## src/rtl/core/ltv_pkg.sv

```systemverilog
// Shared types and constants for the two-axis Langevin velocity-Verlet stepper.
// No dependencies; every other file in rtl/core imports this package.
package ltv_pkg;

   localparam int WORD_W     = 32;
   localparam int NOISE_W    = 16;
   localparam int INTERVAL_W = 16;
   localparam int LIMIT_W    = 31;
   localparam int CSR_IDX_W  = 3;

   // Remainder unit retires two dividend bits per cycle
   localparam int REM_STEPS = WORD_W / 2;
   localparam int REM_CNT_W = $clog2(REM_STEPS);

   // Reset values of the configuration registers
   localparam logic [INTERVAL_W-1:0] INTERVAL_RESET = 16'd1;
   localparam logic [LIMIT_W-1:0]    LIMIT_RESET    = 31'd65536;
   localparam logic [WORD_W-1:0]     STEP_RESET     = 32'd1;

   // Configuration register indexes
   typedef enum logic [CSR_IDX_W-1:0] {
      CSR_STIFFNESS_X  = 3'd0,
      CSR_STIFFNESS_Y  = 3'd1,
      CSR_DAMPING_RATE = 3'd2,
      CSR_NOISE_GAIN   = 3'd3,
      CSR_TIME_STEP    = 3'd4,
      CSR_SAVE_INTVL   = 3'd5,
      CSR_LOSS_LIMIT   = 3'd6
   } csr_index_type;

   // Input word: one pair of Q4.12 normal deviates
   typedef struct packed {
      logic signed [NOISE_W-1:0] noise_x;
      logic signed [NOISE_W-1:0] noise_y;
   } req_word_type;

   // Result word: reported state, Q16.16
   typedef struct packed {
      logic        [WORD_W-1:0] step_number;
      logic signed [WORD_W-1:0] position_x;
      logic signed [WORD_W-1:0] position_y;
      logic signed [WORD_W-1:0] velocity_x;
      logic signed [WORD_W-1:0] velocity_y;
      logic                     lost;
   } rsp_word_type;

   // Per-lane coefficients, all unsigned Q16.16
   typedef struct packed {
      logic [WORD_W-1:0] stiffness;
      logic [WORD_W-1:0] damping;
      logic [WORD_W-1:0] gain;
      logic [WORD_W-1:0] dt;
   } lane_cfg_type;

   // Lane status back to the merge stage
   typedef struct packed {
      logic                     busy;
      logic signed [WORD_W-1:0] pos;
      logic signed [WORD_W-1:0] vel;
   } lane_status_type;

endpackage

```

## src/rtl/core/ltv_rem.sv

```systemverilog
// Step counter modulo the save interval, restoring division two bits a cycle.
// Depends on ltv_pkg.
module ltv_rem (
   input  logic                              clock,
   input  logic                              reset,
   input  logic                              start,
   input  logic [ltv_pkg::WORD_W-1:0]        dividend,
   input  logic [ltv_pkg::INTERVAL_W-1:0]    divisor,
   output logic                              busy,
   output logic                              rem_zero
);
   import ltv_pkg::*;

   logic                  busy_ff;
   logic [REM_CNT_W-1:0]  cnt_ff;
   logic [WORD_W-1:0]     dvd_ff;
   logic [INTERVAL_W-1:0] rem_ff, div_ff;

   logic [INTERVAL_W:0]   t1, t2;
   logic [INTERVAL_W-1:0] r1, r2;

   // Two restoring steps per cycle; the remainder always stays below div_ff
   always_comb begin
      t1 = {rem_ff, dvd_ff[WORD_W-1]};
      r1 = (t1 >= {1'b0, div_ff}) ? INTERVAL_W'(t1 - {1'b0, div_ff}) : t1[INTERVAL_W-1:0];
      t2 = {r1, dvd_ff[WORD_W-2]};
      r2 = (t2 >= {1'b0, div_ff}) ? INTERVAL_W'(t2 - {1'b0, div_ff}) : t2[INTERVAL_W-1:0];
   end

   always_ff @(posedge clock) begin
      if (reset) begin
         busy_ff <= 1'b0;
         cnt_ff  <= '0;
         rem_ff  <= '0;
      end else if (start) begin
         busy_ff <= 1'b1;
         cnt_ff  <= '0;
         rem_ff  <= '0;
         dvd_ff  <= dividend;
         div_ff  <= divisor;
      end else if (busy_ff) begin
         rem_ff <= r2;
         dvd_ff <= {dvd_ff[WORD_W-3:0], 2'b00};
         cnt_ff <= cnt_ff + REM_CNT_W'(1);
         if (cnt_ff == REM_CNT_W'(REM_STEPS - 1)) busy_ff <= 1'b0;
      end
   end

   assign busy     = busy_ff;
   assign rem_zero = (rem_ff == '0);

endmodule

```

## config.mk

```make
export PLATFORM = sky130hd
export DESIGN_NAME = ltv_rem
export DESIGN_NICKNAME = d
export VERILOG_FILES = /design/src/rtl/core/ltv_pkg.sv /design/src/rtl/core/ltv_rem.sv
export SDC_FILE = /design/constraint.sdc
export NUM_CORES = 1
export LEC_CHECK = 0
export BUFFER_PORTS_ARGS = -buffer_cell sky130_fd_sc_hd__clkbuf_2
export CORE_ASPECT_RATIO = 1.75
export CORE_MARGIN = 2
export CORE_UTILIZATION = 63
export DETAILED_ROUTE_END_ITERATION = 12
export PLACE_DENSITY = 0.82
export RECOVER_POWER = 25
export SYNTH_ARGS = -nofsm -noshare
export SYNTH_HDL_FRONTEND = slang
export SYNTH_SLANG_ARGS = --single-unit
```

## constraint.sdc

```tcl
create_clock -name clock -period 11.08 [get_ports clock]
set_input_delay 2.216 -clock clock [delete_from_list [all_inputs] [get_ports clock]]
set_output_delay 2.216 -clock clock [all_outputs]
set_load 0.01 [all_outputs]
```

; ---- Yosys cells after proc, flatten, opt, wreduce, memory -nomap -nowiden
; Cells that the tools add are included.
[totals]
register_bits = 69
in_bits = 51
out_inout_bits = 2
word_cells = 24
[op_classes]
addsub = 3
magnitude_cmp = 2
eq_ne = 1
muxes = 7
bitwise_logic = 1
reduce_logical = 5
[op_table]
columns = operator, count
row1 = 32-bit 2-to-1 mux, 2
row2 = 17-bit by 16-bit greater-or-equal comparator with 1-bit output, 2
row3 = 16-bit 2-to-1 mux, 2
row4 = 16-bit subtractor, 2
row5 = 16-bit logical NOT, 1
row6 = 4-bit by 1-bit adder with 4-bit output (second input constant), 1
row7 = 4-bit == test (second input constant), 1
row8 = 2-bit AND reduction, 2
row9 = 1-bit 2-to-1 mux, 3
row10 = 2-bit nonzero test, 1
row11 = 2-bit OR reduction, 1
row12 = 1-bit inverter, 1

; ---- Logic depth before layout (Yosys ltp)
[logic_depth]
word_depth = 4
ltp_mapped = 23
depth_no_buf = 20

; ---- Worst setup path before layout
; Ideal clock, no wire load.
[synth_path]
path_type = input-to-reg
from = input start
to = register dvd_ff[0] (enable)
setup_ps = 421
arrival_time_ps = 4253
required_time_ps = 10659
path_slack_ps = 6406
path_stages = 4
path_buffers = 2
path_cell_list = clkbuf_1 -> clkbuf_1 -> nor2_1 -> nor2_1
[synth_between]
elab_chain_cells = 2
[synth_rtl]
columns = item, line_no
row1 = from (decl), ltv_rem.sv:6  ; input logic start,
row2 = 2-bit nonzero test (no line), --
row3 = 2-bit AND reduction (no line), --
row4 = to (signal assigned), ltv_rem.sv:39  ; dvd_ff <= dividend;
row5 = to (signal assigned), ltv_rem.sv:43  ; dvd_ff <= {dvd_ff[WORD_W-3:0], 2'b00};
row6 = to (decl), ltv_rem.sv:16  ; logic [WORD_W-1:0] dvd_ff;
; No other way between the ends.
; A chain may end at the register's enable or synchronous reset.

; ---- Worst setup path after layout
[layout_path]
from = register div_ff[1]
to = register rem_ff[0]
[layout_between]
elab_chain_cells = 4
elab_cells_between_ends = 5
classes_between = add/sub (1) / order compare (2) / mux (2)
[layout_rtl]
columns = item, line_no
row1 = from (decl), ltv_rem.sv:17  ; logic [INTERVAL_W-1:0] rem_ff, div_ff;
row2 = from (signal assigned), ltv_rem.sv:40  ; div_ff <= divisor;
row3 = 16-bit subtractor or 17-bit by 16-bit greater-or-equal comparator with 1-bit output (tied branches), ltv_rem.sv:25  ; r1 = (t1 >= {1'b0, div_ff}) ? INTERVAL_W'(t1 - {1'b0, div_ff}) : t1[INTERVAL_W-1:0];
row4 = 16-bit 2-to-1 mux, ltv_rem.sv:25
row5 = 17-bit by 16-bit greater-or-equal comparator with 1-bit output *, ltv_rem.sv:27  ; r2 = (t2 >= {1'b0, div_ff}) ? INTERVAL_W'(t2 - {1'b0, div_ff}) : t2[INTERVAL_W-1:0];
row6 = 16-bit 2-to-1 mux *, ltv_rem.sv:27
row7 = to (signal assigned), ltv_rem.sv:42  ; rem_ff <= r2;
row8 = to (decl), ltv_rem.sv:17
; Every way passes the cells marked *; elsewhere a longest branch is shown, timed or not.

==> results.cfg <==
[pwr]
powerDensity_mw_per_mm2 = 150
p_leak_uw = 0.00214
peakVddDrop_v = 0.000129

[setup_path]
arrival_ps = 5890
cp-start-kind = flip-flop
endpoint_kind = flip-flop
critPathRequiredTime_ps = 11340
ff2ff_setup_slack_ps = 5450
setup.worst_path.class = reg -> reg
crit_fanout = 29

[sta]
skew_ps = 7.32
slew_violations = 38
timing.fmax_mhz = 178
worst_pin_slew_ps = 1780
whs_ps = 528
setup_violations = 0
grt_setup_unrepaired = no
setup_tns_ps = 0
layout_setup_ws_ps = 5450
fin_crit_ps = 5630
fin_crit_sh_pct = 50.8
max_slew_margin_pct = -18.6
hold_viol_final = 0

[die]
fp-row-count = 40
start_util_pct = 64.7
die_area_mm2 = 0.00776
die_y_um = 115
core_area_mm2 = 0.00686
die_w_um = 67.4
top_level_ports = 53

[synthesis]
synth-seq-cells = 69
syn_nets = 511
synth_xor_area_share_pct = 5.53
synthDistinctLibCells = 55
syn_area_mm2 = 0.00444
synth_simple_gate_area_share_pct = 10.3
ys.flop_type = edfxtp_1
synth_compound_area_share_pct = 15.8
syn_area_per_cell_um2 = 10.4
yosys_warnings = 0
ys_seq_area_share_pct = 42.0
synth.largest_area_cell = edfxtp_1
async_reset_ff_share_pct = 0
synth_top_area_share_pct = 32.5
synth_area_leaders = edfxtp_1 (32%), dfxtp_1 (9.5%), ha_1 (9.3%)
synth_fa_ha_area_share_pct = 10.2
syn_inst = 425
synth_top_family_by_area = compound AO/OA/AOI/OAI gates
synth_edf_count = 48
synth_mux_area_share_pct = 12.5

[clock_tree]
clk_path_buf_depth = 2
cts_tree = done
cts_htree_levels = 3
cts_resized = 0
cts_buffers = 9
cts-root-buf = clkbuf_16
cts_sinks = 69
holdBufCountCts = 0
clk_pin_slew_ps = 50
post-cts-setup-buffers = 0
clock_latency_ps = 340

[grt]
grt_pass1_vias = 3602
grt_max_degree = 38
grtUsageMet1_pct = 27.0
grt_antenna_before_repair = 0
busiest_layer = met2
grt_util_all_layers_pct = 29.5
grtUsageMet2_pct = 53.4
grt_pass1_wl_mm = 16.5
overflow = 0
grtUsageMet3_pct = 6.75

[run]
cap_violations = 1

[layout]
seq_area_mm2 = 0.00186
fillers = 485
final_area_mm2 = 0.00506
mostFrequentLayoutCells = clkbuf_2 (50), edfxtp_1 (48), o21ai_0 (37)
drive_above_1_share_pct = 22.2
syn_to_final_growth_pct = 14.0
fin_nets = 562
diodes = 0
multi_input_area_mm2 = 0.00242
final_common_cell = clkbuf_2

[detailed_routing]
routed_via_density = 6.07
wl_per_cell_um = 18.3
drt-initial-drc-count = 114
drt_pass1_iterations = 4
via_count = 3428
antenna_left = 0
drc = 0
wl_mm = 10.4

[place]
port-buffer-count = 52
post-dp-hpwl_mm = 7.91
place_ws_ps = 5560
globalplace.congestion = 0.951
place_area_mm2 = 0.00475

[outcome]
outcome = finished, violations left
violations = capacitance limit, slew limit

[hold_path]
hp-class = reg -> reg
[stage by stage]
| stage | power, uW | cells | util [%] |
|---|---|---|---|
| floorplan | 422 | 425 | - |
| global placement | 454 | 549 | 69.2 |
| detailed placement | 459 | 549 | 69.2 |
| CTS | 764 | 565 | 73.8 |
| global route | 792 | 565 | 73.8 |
| finish | 761 | 565 | 73.8 |
[cell families after synthesis]
logic type,after synthesis
fa+ha+maj,35
buf+inv,37
simple gates,92
xor+xnor,28
mux,51
flops,69
compound gates,113
[metal layers]
layer  vias to the layer above  routed length (um)
met4                         0                 835
met2                       104                5590
li1                       1686                   -
met1                      1588                3550
met5                         -                   0
met3                        50                 391
[final timing paths]
check / cells past startpoint / startpoint / to
worst max-delay path: 17 / div_ff[1] / rem_ff[0]
worst max register to register: 17 / div_ff[1] / rem_ff[0]
worst min register to register: 2 / cnt_ff[3] / cnt_ff[3]
worst min-delay path: 2 / cnt_ff[3] / cnt_ff[3]
[cells in the mapped netlist, types with 3 or more instances]
library cell  number
mux2i_1           17
a21o_1             9
o41ai_1            3
nor3_1             7
o21ai_0           37
a211o_1            3
nand4_1            6
nor4_1             5
inv_1             23
o21bai_1           3
a21oi_1           33
nor2b_1            5
edfxtp_1          48
mux2_2            33
o21a_1             5
nand3_1            5
ha_1              33
xnor2_1           18
xor2_1            10
nand2_1           25
dfxtp_1           21
nor2_1            25
a211oi_1           3
clkbuf_1           7
[worst max-delay path, cell delays in order, from the launching register on]
cell and delay (ps):
edfxtp_1 350, inv_1 170, ha_1 280, nor2b_4 140, o31a_1 260, or4_4 460, a31oi_1 210, a21o_1 660
o21ai_0 330, ha_1 370, a21o_1 200, a41o_1 270, o21ai_1 270, o211ai_1 160, a41o_1 260, a211o_1 580
mux2_4 440, a21oi_2 120
[layout make-up]
class | count | share of cell area (%)
Clock buffer | 9 | 4.45
Clock inverter | 7 | 1.78
Inverter | 23 | 1.71
Multi-Input combinational cell | 319 | 47.8
Sequential cell | 69 | 36.8
Tap cell | 84 | 2.08
Timing Repair Buffer | 54 | 5.39
[power by group]
| group | total [uW] | switching, uW | internal, uW |
|---|---|---|---|
| registers | 303 | 9.92 | 293 |
| logic | 153 | 83.1 | 69.6 |
| clock network | 305 | 109 | 196 |
[registers in the layout, indices dropped and copies added, names as in the netlist]
name,cells
busy,1
cnt_ff,4
div_ff,16
dvd_ff,32
rem_ff,16
Note: power is estimated with default switching activity, not from simulation.
