===== src/rtl/core/ltv_pkg.sv =====
// Shared types and constants for the two-axis Langevin velocity-Verlet stepper.
// No dependencies; every other file in rtl/core imports this package.
package ltv_pkg;

   localparam int WORD_W     = 32;
   localparam int NOISE_W    = 16;
   localparam int INTERVAL_W = 16;
   localparam int LIMIT_W    = 31;
   localparam int CSR_IDX_W  = 3;

   // Remainder unit retires two dividend bits per cycle
   localparam int REM_STEPS = WORD_W / 2;
   localparam int REM_CNT_W = $clog2(REM_STEPS);

   // Reset values of the configuration registers
   localparam logic [INTERVAL_W-1:0] INTERVAL_RESET = 16'd1;
   localparam logic [LIMIT_W-1:0]    LIMIT_RESET    = 31'd65536;
   localparam logic [WORD_W-1:0]     STEP_RESET     = 32'd1;

   // Configuration register indexes
   typedef enum logic [CSR_IDX_W-1:0] {
      CSR_STIFFNESS_X  = 3'd0,
      CSR_STIFFNESS_Y  = 3'd1,
      CSR_DAMPING_RATE = 3'd2,
      CSR_NOISE_GAIN   = 3'd3,
      CSR_TIME_STEP    = 3'd4,
      CSR_SAVE_INTVL   = 3'd5,
      CSR_LOSS_LIMIT   = 3'd6
   } csr_index_type;

   // Input word: one pair of Q4.12 normal deviates
   typedef struct packed {
      logic signed [NOISE_W-1:0] noise_x;
      logic signed [NOISE_W-1:0] noise_y;
   } req_word_type;

   // Result word: reported state, Q16.16
   typedef struct packed {
      logic        [WORD_W-1:0] step_number;
      logic signed [WORD_W-1:0] position_x;
      logic signed [WORD_W-1:0] position_y;
      logic signed [WORD_W-1:0] velocity_x;
      logic signed [WORD_W-1:0] velocity_y;
      logic                     lost;
   } rsp_word_type;

   // Per-lane coefficients, all unsigned Q16.16
   typedef struct packed {
      logic [WORD_W-1:0] stiffness;
      logic [WORD_W-1:0] damping;
      logic [WORD_W-1:0] gain;
      logic [WORD_W-1:0] dt;
   } lane_cfg_type;

   // Lane status back to the merge stage
   typedef struct packed {
      logic                     busy;
      logic signed [WORD_W-1:0] pos;
      logic signed [WORD_W-1:0] vel;
   } lane_status_type;

endpackage


===== src/rtl/core/ltv_lane.sv =====
// One axis of the integrator: a shared 32x32 multiplier sequenced through the
// eight products of a velocity-Verlet step. Depends on ltv_pkg.
module ltv_lane (
   input  logic                          clock,
   input  logic                          reset,
   input  logic                          start,
   input  ltv_pkg::lane_cfg_type         cfg,
   input  logic signed [ltv_pkg::NOISE_W-1:0] noise,
   output ltv_pkg::lane_status_type      status
);
   import ltv_pkg::*;

   localparam int PROD_W = 2 * WORD_W;
   localparam int SHR_W  = PROD_W + 1 - 12;  // widest shifted magnitude
   localparam int TERM_W = SHR_W + 1;
   localparam int SUM_W  = TERM_W + 2;

   localparam logic [PROD_W:0] HALF_12 = (PROD_W+1)'(1) << 11;
   localparam logic [PROD_W:0] HALF_16 = (PROD_W+1)'(1) << 15;
   localparam logic [PROD_W:0] HALF_17 = (PROD_W+1)'(1) << 16;

   typedef enum logic [1:0] {ST_IDLE, ST_OPND, ST_MULT, ST_ACC} state_type;
   typedef enum logic [2:0] {
      OP_FORCE, OP_KP1, OP_GV1, OP_DV1, OP_DP, OP_KP2, OP_GV2, OP_DV2
   } op_type;

   state_type                 state_ff;
   op_type                    op_ff;
   logic signed [NOISE_W-1:0] noise_ff;
   logic signed [WORD_W-1:0]  pos_ff, vel_ff, force_ff, acc_ff;
   logic signed [TERM_W-1:0]  kp_ff;
   logic        [WORD_W-1:0]  mag_ff, mul_u_ff;
   logic                      neg_ff;
   logic        [PROD_W-1:0]  prod_ff;

   logic signed [WORD_W-1:0]  opnd_s;
   logic        [WORD_W-1:0]  opnd_u, mag_in;
   logic        [PROD_W-1:0]  prod_in;
   logic        [PROD_W:0]    half, rnd;
   logic        [SHR_W-1:0]   mag_sh;
   logic signed [TERM_W-1:0]  term;
   logic signed [SUM_W-1:0]   term_x, acc_sum, vel_sum, pos_sum;

   function automatic logic signed [WORD_W-1:0] sat32(input logic signed [SUM_W-1:0] v);
      logic signed [SUM_W-1:0] hi, lo;
      hi = SUM_W'(32'sh7FFF_FFFF);
      lo = -hi - SUM_W'(1);
      if (v > hi) return WORD_W'(hi);
      else if (v < lo) return WORD_W'(lo);
      else return v[WORD_W-1:0];
   endfunction

   // Operand select for the current product
   always_comb begin
      case (op_ff)
         OP_FORCE: begin
            opnd_s = {{(WORD_W-NOISE_W){noise_ff[NOISE_W-1]}}, noise_ff};
            opnd_u = cfg.gain;
         end
         OP_KP1, OP_KP2: begin
            opnd_s = pos_ff;
            opnd_u = cfg.stiffness;
         end
         OP_GV1, OP_GV2: begin
            opnd_s = vel_ff;
            opnd_u = cfg.damping;
         end
         OP_DV1, OP_DV2: begin
            opnd_s = acc_ff;
            opnd_u = cfg.dt;
         end
         OP_DP: begin
            opnd_s = vel_ff;
            opnd_u = cfg.dt;
         end
         default: begin
            opnd_s = '0;
            opnd_u = '0;
         end
      endcase
      mag_in  = opnd_s[WORD_W-1] ? WORD_W'(-opnd_s) : opnd_s;
      prod_in = PROD_W'(mag_ff) * PROD_W'(mul_u_ff);
   end

   // Rounding shift, half away from zero on the magnitude, then sign
   always_comb begin
      case (op_ff)
         OP_FORCE:       half = HALF_12;
         OP_DV1, OP_DV2: half = HALF_17;
         default:        half = HALF_16;
      endcase
      rnd = {1'b0, prod_ff} + half;
      case (op_ff)
         OP_FORCE:       mag_sh = rnd[PROD_W:12];
         OP_DV1, OP_DV2: mag_sh = {5'b0, rnd[PROD_W:17]};
         default:        mag_sh = {4'b0, rnd[PROD_W:16]};
      endcase
      term    = neg_ff ? -$signed({1'b0, mag_sh}) : $signed({1'b0, mag_sh});
      term_x  = {{(SUM_W-TERM_W){term[TERM_W-1]}}, term};
      acc_sum = $signed({{(SUM_W-WORD_W){force_ff[WORD_W-1]}}, force_ff})
              - $signed({{(SUM_W-TERM_W){kp_ff[TERM_W-1]}}, kp_ff}) - term_x;
      vel_sum = $signed({{(SUM_W-WORD_W){vel_ff[WORD_W-1]}}, vel_ff}) + term_x;
      pos_sum = $signed({{(SUM_W-WORD_W){pos_ff[WORD_W-1]}}, pos_ff}) + term_x;
   end

   // Sequencer: operand, multiply, accumulate for each of the eight products
   always_ff @(posedge clock) begin
      if (reset) begin
         state_ff <= ST_IDLE;
         op_ff    <= OP_FORCE;
         pos_ff   <= '0;
         vel_ff   <= '0;
      end else begin
         case (state_ff)
            ST_IDLE: begin
               if (start) begin
                  noise_ff <= noise;
                  op_ff    <= OP_FORCE;
                  state_ff <= ST_OPND;
               end
            end
            ST_OPND: begin
               mag_ff   <= mag_in;
               mul_u_ff <= opnd_u;
               neg_ff   <= opnd_s[WORD_W-1];
               state_ff <= ST_MULT;
            end
            ST_MULT: begin
               prod_ff  <= prod_in;
               state_ff <= ST_ACC;
            end
            ST_ACC: begin
               case (op_ff)
                  OP_FORCE:       force_ff <= sat32(term_x);
                  OP_KP1, OP_KP2: kp_ff    <= term;
                  OP_GV1, OP_GV2: acc_ff   <= sat32(acc_sum);
                  OP_DV1, OP_DV2: vel_ff   <= sat32(vel_sum);
                  OP_DP:          pos_ff   <= sat32(pos_sum);
                  default:        ;
               endcase
               if (op_ff == OP_DV2) begin
                  state_ff <= ST_IDLE;
               end else begin
                  op_ff    <= op_type'(op_ff + 3'd1);
                  state_ff <= ST_OPND;
               end
            end
            default: state_ff <= ST_IDLE;
         endcase
      end
   end

   assign status.busy = (state_ff != ST_IDLE);
   assign status.pos  = pos_ff;
   assign status.vel  = vel_ff;

endmodule


===== config.mk =====
export PLATFORM = sky130hd
export DESIGN_NAME = ltv_lane
export DESIGN_NICKNAME = d
export VERILOG_FILES = /design/src/rtl/core/ltv_pkg.sv /design/src/rtl/core/ltv_lane.sv
export SDC_FILE = /design/constraint.sdc
export NUM_CORES = 2
export LEC_CHECK = 0
export BUFFER_PORTS_ARGS = -buffer_cell sky130_fd_sc_hd__buf_2
export CAP_MARGIN = 20
export CELL_PAD_IN_SITES_DETAIL_PLACEMENT = 0
export CELL_PAD_IN_SITES_GLOBAL_PLACEMENT = 1
export CORE_UTILIZATION = 45
export CTS_BUF_LIST = sky130_fd_sc_hd__clkbuf_2 sky130_fd_sc_hd__clkbuf_4 sky130_fd_sc_hd__clkbuf_8
export CTS_CLUSTER_DIAMETER = 150
export CTS_CLUSTER_SIZE = 40
export DETAILED_ROUTE_END_ITERATION = 10
export PLACE_DENSITY_LB_ADDON = 0.1
export RECOVER_POWER = 50
export SYNTH_ARGS = -nofsm -noshare
export SYNTH_HDL_FRONTEND = slang
export SYNTH_SLANG_ARGS = --single-unit

===== constraint.sdc =====
create_clock -name clock -period 11.18 [get_ports clock]
set_clock_uncertainty 0.15 [all_clocks]
set_input_delay 1.677 -clock clock [delete_from_list [all_inputs] [get_ports clock]]
set_output_delay 1.677 -clock clock [all_outputs]
set_load 0.01 [all_outputs]

* After elaboration in Yosys (flattened, before gate mapping)
Cells that the tools add are included.
** Word-level totals
- Input bits :: 147
- Bits in registers :: 332
- Output and inout port bits :: 65
** Cells by class
- Bitwise operators :: 1
- Muxes and demuxes :: 18
- Eq/ne operators :: 12
- Reduce and logical (&&, ||, !) cells :: 18
- Order comparisons :: 8
- $add $sub $neg :: 8
- $mul :: 1
** Operators by type and width (count)
- 32-bit one-hot mux with 4 select lines :: 2
- 32-bit 2-to-1 mux :: 6
- 32-bit by 54-bit adder with 55-bit output :: 2
- 55-bit by 32-bit > comparator with 1-bit output (second input constant) :: 2
- 55-bit by 32-bit less-than comparator with 1-bit output (second input constant) :: 2
- 53-bit one-hot mux with 2 select lines :: 1
- 64-bit by 65-bit adder with 65-bit output :: 1
- 32-bit by 32-bit multiplier with 64-bit output :: 1
- 56-bit by 32-bit > comparator with 1-bit output (second input constant) :: 1
- 56-bit by 32-bit less-than comparator with 1-bit output (second input constant) :: 1
- 55-bit by 54-bit subtractor with 56-bit output :: 1
- 32-bit by 54-bit subtractor with 55-bit output :: 1
- 54-bit by 32-bit > comparator with 1-bit output (second input constant) :: 1
- 54-bit by 32-bit less-than comparator with 1-bit output (second input constant) :: 1
- 54-bit 2-to-1 mux :: 1
- 53-bit negation with 54-bit output :: 1
- 17-bit one-hot mux with 2 select lines :: 1
- 32-bit negation :: 1
- 31-bit 2-to-1 mux :: 1
- 3-bit AND reduction :: 5
- 3-bit == test (second input constant) :: 4
- 2-bit one-hot mux with 4 select lines :: 1
- 2-bit AND reduction :: 4
- 3-bit by 2-bit == test with 1-bit output (second input constant) :: 2
- other kinds (15) :: 22

* Longest topological paths before layout
- Word-level depth :: 11
- Mapped depth :: 44
- Gate-level depth less buffers :: 38

* Worst setup path after synthesis
Ideal clock, no wire load.
- Kind :: register to register
- Start point :: register op_ff[0]
- End point :: register acc_ff[17] (data pin)
- Clock period less this slack :: 10458 ps
- Stages on the path, launching flop included :: 39
- Data arrival time :: 10162 ps
- Library setup time :: 147 ps
- Required time :: 10883 ps
- Path slack :: 722 ps
- Cell sequence :: dfxtp_1 > inv_1 > ha_1 > nor2b_1 > clkbuf_1 > buf_1 > clkbuf_1 > clkbuf_1 > and2_1 > ha_1 > nand3_1 > o21a_1 > buf_4 > nor4_2 > mux2i_1 > o221ai_1 > or4_1 > or4_1 > [... 3 more ...] > xnor2_1 > xor2_1 > ha_1 > ha_1 > a211o_1 > a221oi_1 > a211oi_1 > nor4_1 > nor2_1 > a31oi_1 > xor2_1 > or4bb_1 > nor4_1 > nand4_1 > nor4_1 > nor2_1 > clkbuf_1 > a21oi_1
** On the way
- Cells in the longest elaborated chain, start to end :: 10
** Ends and longest elaborated chain
- start, declared :: RTL line ltv_lane.sv:28 : op_type op_ff;
- start signal, assigned :: RTL line ltv_lane.sv:144 : op_ff <= op_type'(op_ff + 3'd1);
- 3-bit == test or 3-bit by 2-bit == test with 1-bit output (tied branches) :: RTL line ltv_lane.sv:87, ltv_lane.sv:93
- 2-bit OR reduction :: RTL line ltv_lane.sv:87, ltv_lane.sv:93
- 17-bit one-hot mux with 2 select lines :: RTL line ltv_lane.sv:87 : case (op_ff)
- 64-bit by 65-bit adder with 65-bit output :: RTL line ltv_lane.sv:92 : rnd = {1'b0, prod_ff} + half;
- 53-bit one-hot mux with 2 select lines * :: RTL line ltv_lane.sv:93 : case (op_ff)
- 53-bit negation with 54-bit output :: RTL line ltv_lane.sv:98 : term = neg_ff ? -$signed({1'b0, mag_sh}) : $signed({1'b0, mag_sh});
- 54-bit 2-to-1 mux * :: RTL line ltv_lane.sv:98
- net term[26] :: RTL line ltv_lane.sv:41 : logic signed [TERM_W-1:0] term;
- 55-bit by 54-bit subtractor with 56-bit output * :: RTL line ltv_lane.sv:101 : - $signed({{(SUM_W-TERM_W){kp_ff[TERM_W-1]}}, kp_ff}) - term_x;
- 56-bit by 32-bit less-than comparator with 1-bit output :: RTL line ltv_lane.sv:49 : else if (v < lo) return WORD_W'(lo);
- 32-bit 2-to-1 mux :: RTL line ltv_lane.sv:49
- end signal, assigned :: RTL line ltv_lane.sv:136 : OP_GV1, OP_GV2: acc_ff <= sat32(acc_sum);
- end, declared :: RTL line ltv_lane.sv:30 : logic signed [WORD_W-1:0] pos_ff, vel_ff, force_ff, acc_ff;
The timed path passes the listed nets; every way through them passes the cells marked *.
A chain may end at the register's enable or synchronous reset.

* Worst setup path after layout
- Start point :: register op_ff[0]
- End point :: register acc_ff[28] (data pin)
The elaborated chain is that of the path after synthesis.

==> summary.md <==
| Metric | Value |
|---|---|
| Outcome | `finished with violations` |
| Violated checks | `max-capacitance violations, max-slew violations` |
| Worst-Skew Late Latency | `790 ps` |
| Crit Path Category | `flop to flop` |
| Via Count | `48050` |
| Register area | `8949 µm²` |
| Post-Syn Area | `59690 µm²` |
| TritonCTS buffer count | `19` |
| H-Tree Depth | `1` |
| Nets | `8386` |
| Grt total ovfl | `0` |
| Max Clock Freq | `0.09528 GHz` |
| Maxcap violations | `8` |
| Largest stage delay, worst path | `610 ps` |
| Root Buffer | `clkbuf_8` |
| CTS sink cnt | `321` |
| Clock slew at reported path FFs | `180 ps` |
| Slew HR | `-194.9%` |
| Total Routing Usage GR | `28.61%` |
| Worst path bufs/invs | `5` |
| TNS Setup | `0 ps` |
| CTS tree | `done` |
| Mapped Cells | `6792` |
| Crit Path Max Fanout | `25` |
| RSZ-0062 raised after global routing | `no` |
| Synth area leaders | `fa_1 (32%), edfxtp_1 (13%), ha_1 (9.5%)` |
| Area Overhead vs Synth | `6.364%` |
| Die ar. | `134100 µm²` |
| WHS | `413.9 ps` |
| Arrival time worst endpoint | `10820 ps` |
| Worst-Margin Slew | `4424 ps` |
| Post-route DRC | `0` |
| Multi-input gate area | `45180 µm²` |
| # rows | `133` |
| Share of post-route cells with drive strength above 1 | `6.167%` |
| Clock tree buffer depth | `3` |
| Vias in the first global route | `49720` |
| Starting Density | `45.40%` |
| Syn Area/Cell | `8.788 µm²` |
| Slowest-stage cell, CP | `or3_1` |
| Ys async rst share | `0%` |
| Yosys cell types | `92` |
| Worst hold path type | `flop to flop` |
| Layout fillers | `12970` |
| Die height | `366.2 µm` |
| Post-synthesis sequential area ratio | `14.99%` |
| HPWL after detailed placement | `151100 µm` |
| Routability cong. | `0.9249` |
| Initial antenna violation count | `6` |
| Final period utilization | `93.87%` |
| Number of synthesized flops with an enable pin | `252` |
| Req. time, crit path | `11510 ps` |
| Top-level I/O count | `212` |
| Count of final max-slew check failures | `345` |
| First-pass GRT wire length | `298800 µm` |
| Iter 0 DRT Violations | `3591` |
| Cell family with the largest share of critical-path delay | `simple AND/OR/NAND/NOR gates` |
| Number of antenna-violating nets in the routed design | `0` |
| Synth Flop Type | `edfxtp_1` |
| TritonRoute pass-1 iters | `9` |
| Hold-fix buffers, CTS | `0` |
| Final core utilization | `48.29%` |
| Setup Viol. Count Final | `0` |
| IO buf count | `211` |
| CP Capture Type | `flop` |
| Worst path most repeated cell | `ha_1` |
| Die Width | `366.2 µm` |
| Vias per Instance | `5.577` |
| Core box area | `131500 µm²` |
| WL final | `188800 µm` |
| Final Hold Fails | `0` |
| Biggest area consumer among synthesized cells | `fa_1` |
| Net Count, Synth | `8332` |
| Post-synthesis register bit count | `321` |
| Clock period minus final worst setup slack | `10500 ps` |
| YS warnings | `0` |
| Largest net degree at the start of global routing | `68` |
| Routed WL per cell | `21.91 µm` |
| Top-area cell type share of the netlist area | `31.53%` |
| Startpoint types | `flop` |
==> Yosys cell counts (51+ instances only) <==
master and count:
fa_1 940, and2_1 303, a211oi_1 51, nor3_1 70, nand3_1 119, a222oi_1 66, a21o_1 115, o21ai_0 147
a21oi_1 262, inv_1 1150, nor2_1 302, nand4_1 89, dfxtp_1 69, xnor2_1 196, nand2_1 1028, clkbuf_1 328
xor2_1 119, ha_1 453, edfxtp_1 252
==> registers in the layout (all words and copies together), names as in the netlist <==
| name | flops |
|---|---|
| neg_ff | 1 |
| mul_u_ff | 32 |
| op_ff | 3 |
| state_ff | 2 |
| force_ff | 32 |
| kp_ff | 54 |
| vel_ff | 32 |
| noise_ff | 16 |
| acc_ff | 32 |
| mag_ff | 32 |
| prod_ff | 53 |
| pos_ff | 32 |
==> cell type report <==
type	count	area share (%)
sequential	321	14.10
timing repair buffer	380	3.532
multi-input combinational	4973	71.17
tap	1755	3.459
clock inverter	15	0.5183
antenna	2	0.007883
clock buffer	19	0.4119
inverter	1151	6.805
==> repair_timing <==
item / CTS / global route
endpoints found under the setup margin: 0 / 62
resized for setup: 0 / 4
buffers inserted: 0 / 2
==> worst reg2reg max path: cells and delay by family (launching register included) <==
family	cells	cell delay (ps)
and+or+nand+nor	13	3800
adders and majority gates	4	1210
AOI/OAI and AO/OA	10	2990
DFF	1	410
muxes	1	270
xor gates and xnor gates	2	490
buffers and inverters	5	900
==> through the flow <==
stage	setup slack (ps)	std cells	area, µm²
2_1_floorplan	721.6	6792	59690
3_3_place_gp	480.5	8578	62950
3_5_place_dp	398.1	8578	62950
4_1_cts	288.4	8612	63540
5_1_grt	51.49	8615	63480
6_report	684.9	8616	63490
==> kinds of logic after synthesis <==
kind of cell / after synthesis / share of synthesized area (%)
and+or+nand+nor: 2221 / 17.67
AOI/OAI and AO/OA: 1025 / 11.87
muxes: 19 / 0.3270
adders and majority gates: 1393 / 41.02
xor gates and xnor gates: 315 / 4.622
DFF: 321 / 14.99
buffers and inverters: 1498 / 9.492
==> cell usage in the layout, fill, tap and decap left out, types with 32 or more instances in the layout <==
master	n
and2_1	303
nor3_1	70
o21a_1	47
edfxtp_1	252
o21ai_0	145
a21o_1	115
a21oi_1	262
clkbuf_1	49
nand2b_1	50
a211oi_1	51
buf_2	169
xnor2_1	196
nor2b_1	35
inv_1	1149
a222oi_1	66
buf_4	161
ha_1	450
nand3_1	119
nor2_1	301
nor4_1	32
a31oi_1	33
nand2_1	1028
or3_1	42
o21bai_1	39
and3_1	42
nand4_1	89
fa_1	940
dfxtp_1	69
xor2_1	119
==> final timing paths <==
| path | startpoint | endpoint | slack [ps] | cells after the start |
|---|---|---|---|---|
| worst max-delay path | op_ff[0] | acc_ff[28] | 680 | 35 |
| worst min register to register | state_ff[0] | state_ff[0] | 410 | 2 |
| worst min-delay path | state_ff[0] | state_ff[0] | 410 | 2 |
| worst max register to register | op_ff[0] | acc_ff[28] | 680 | 35 |
==> routing by layer <==
| metal | track usage (%) | routed length (µm) | vias to the layer above |
|---|---|---|---|
| li1 | - | - | 22200 |
| met1 | 41.21 | 86620 | 24370 |
| met2 | 46.81 | 87780 | 1317 |
| met3 | 3.113 | 10650 | 167 |
| met4 | 5.174 | 3714 | 2 |
| met5 | 0 | 13 | - |
Power is not shown: default switching activity piles up to over one toggle a cycle in this logic, so the estimate is an artifact.
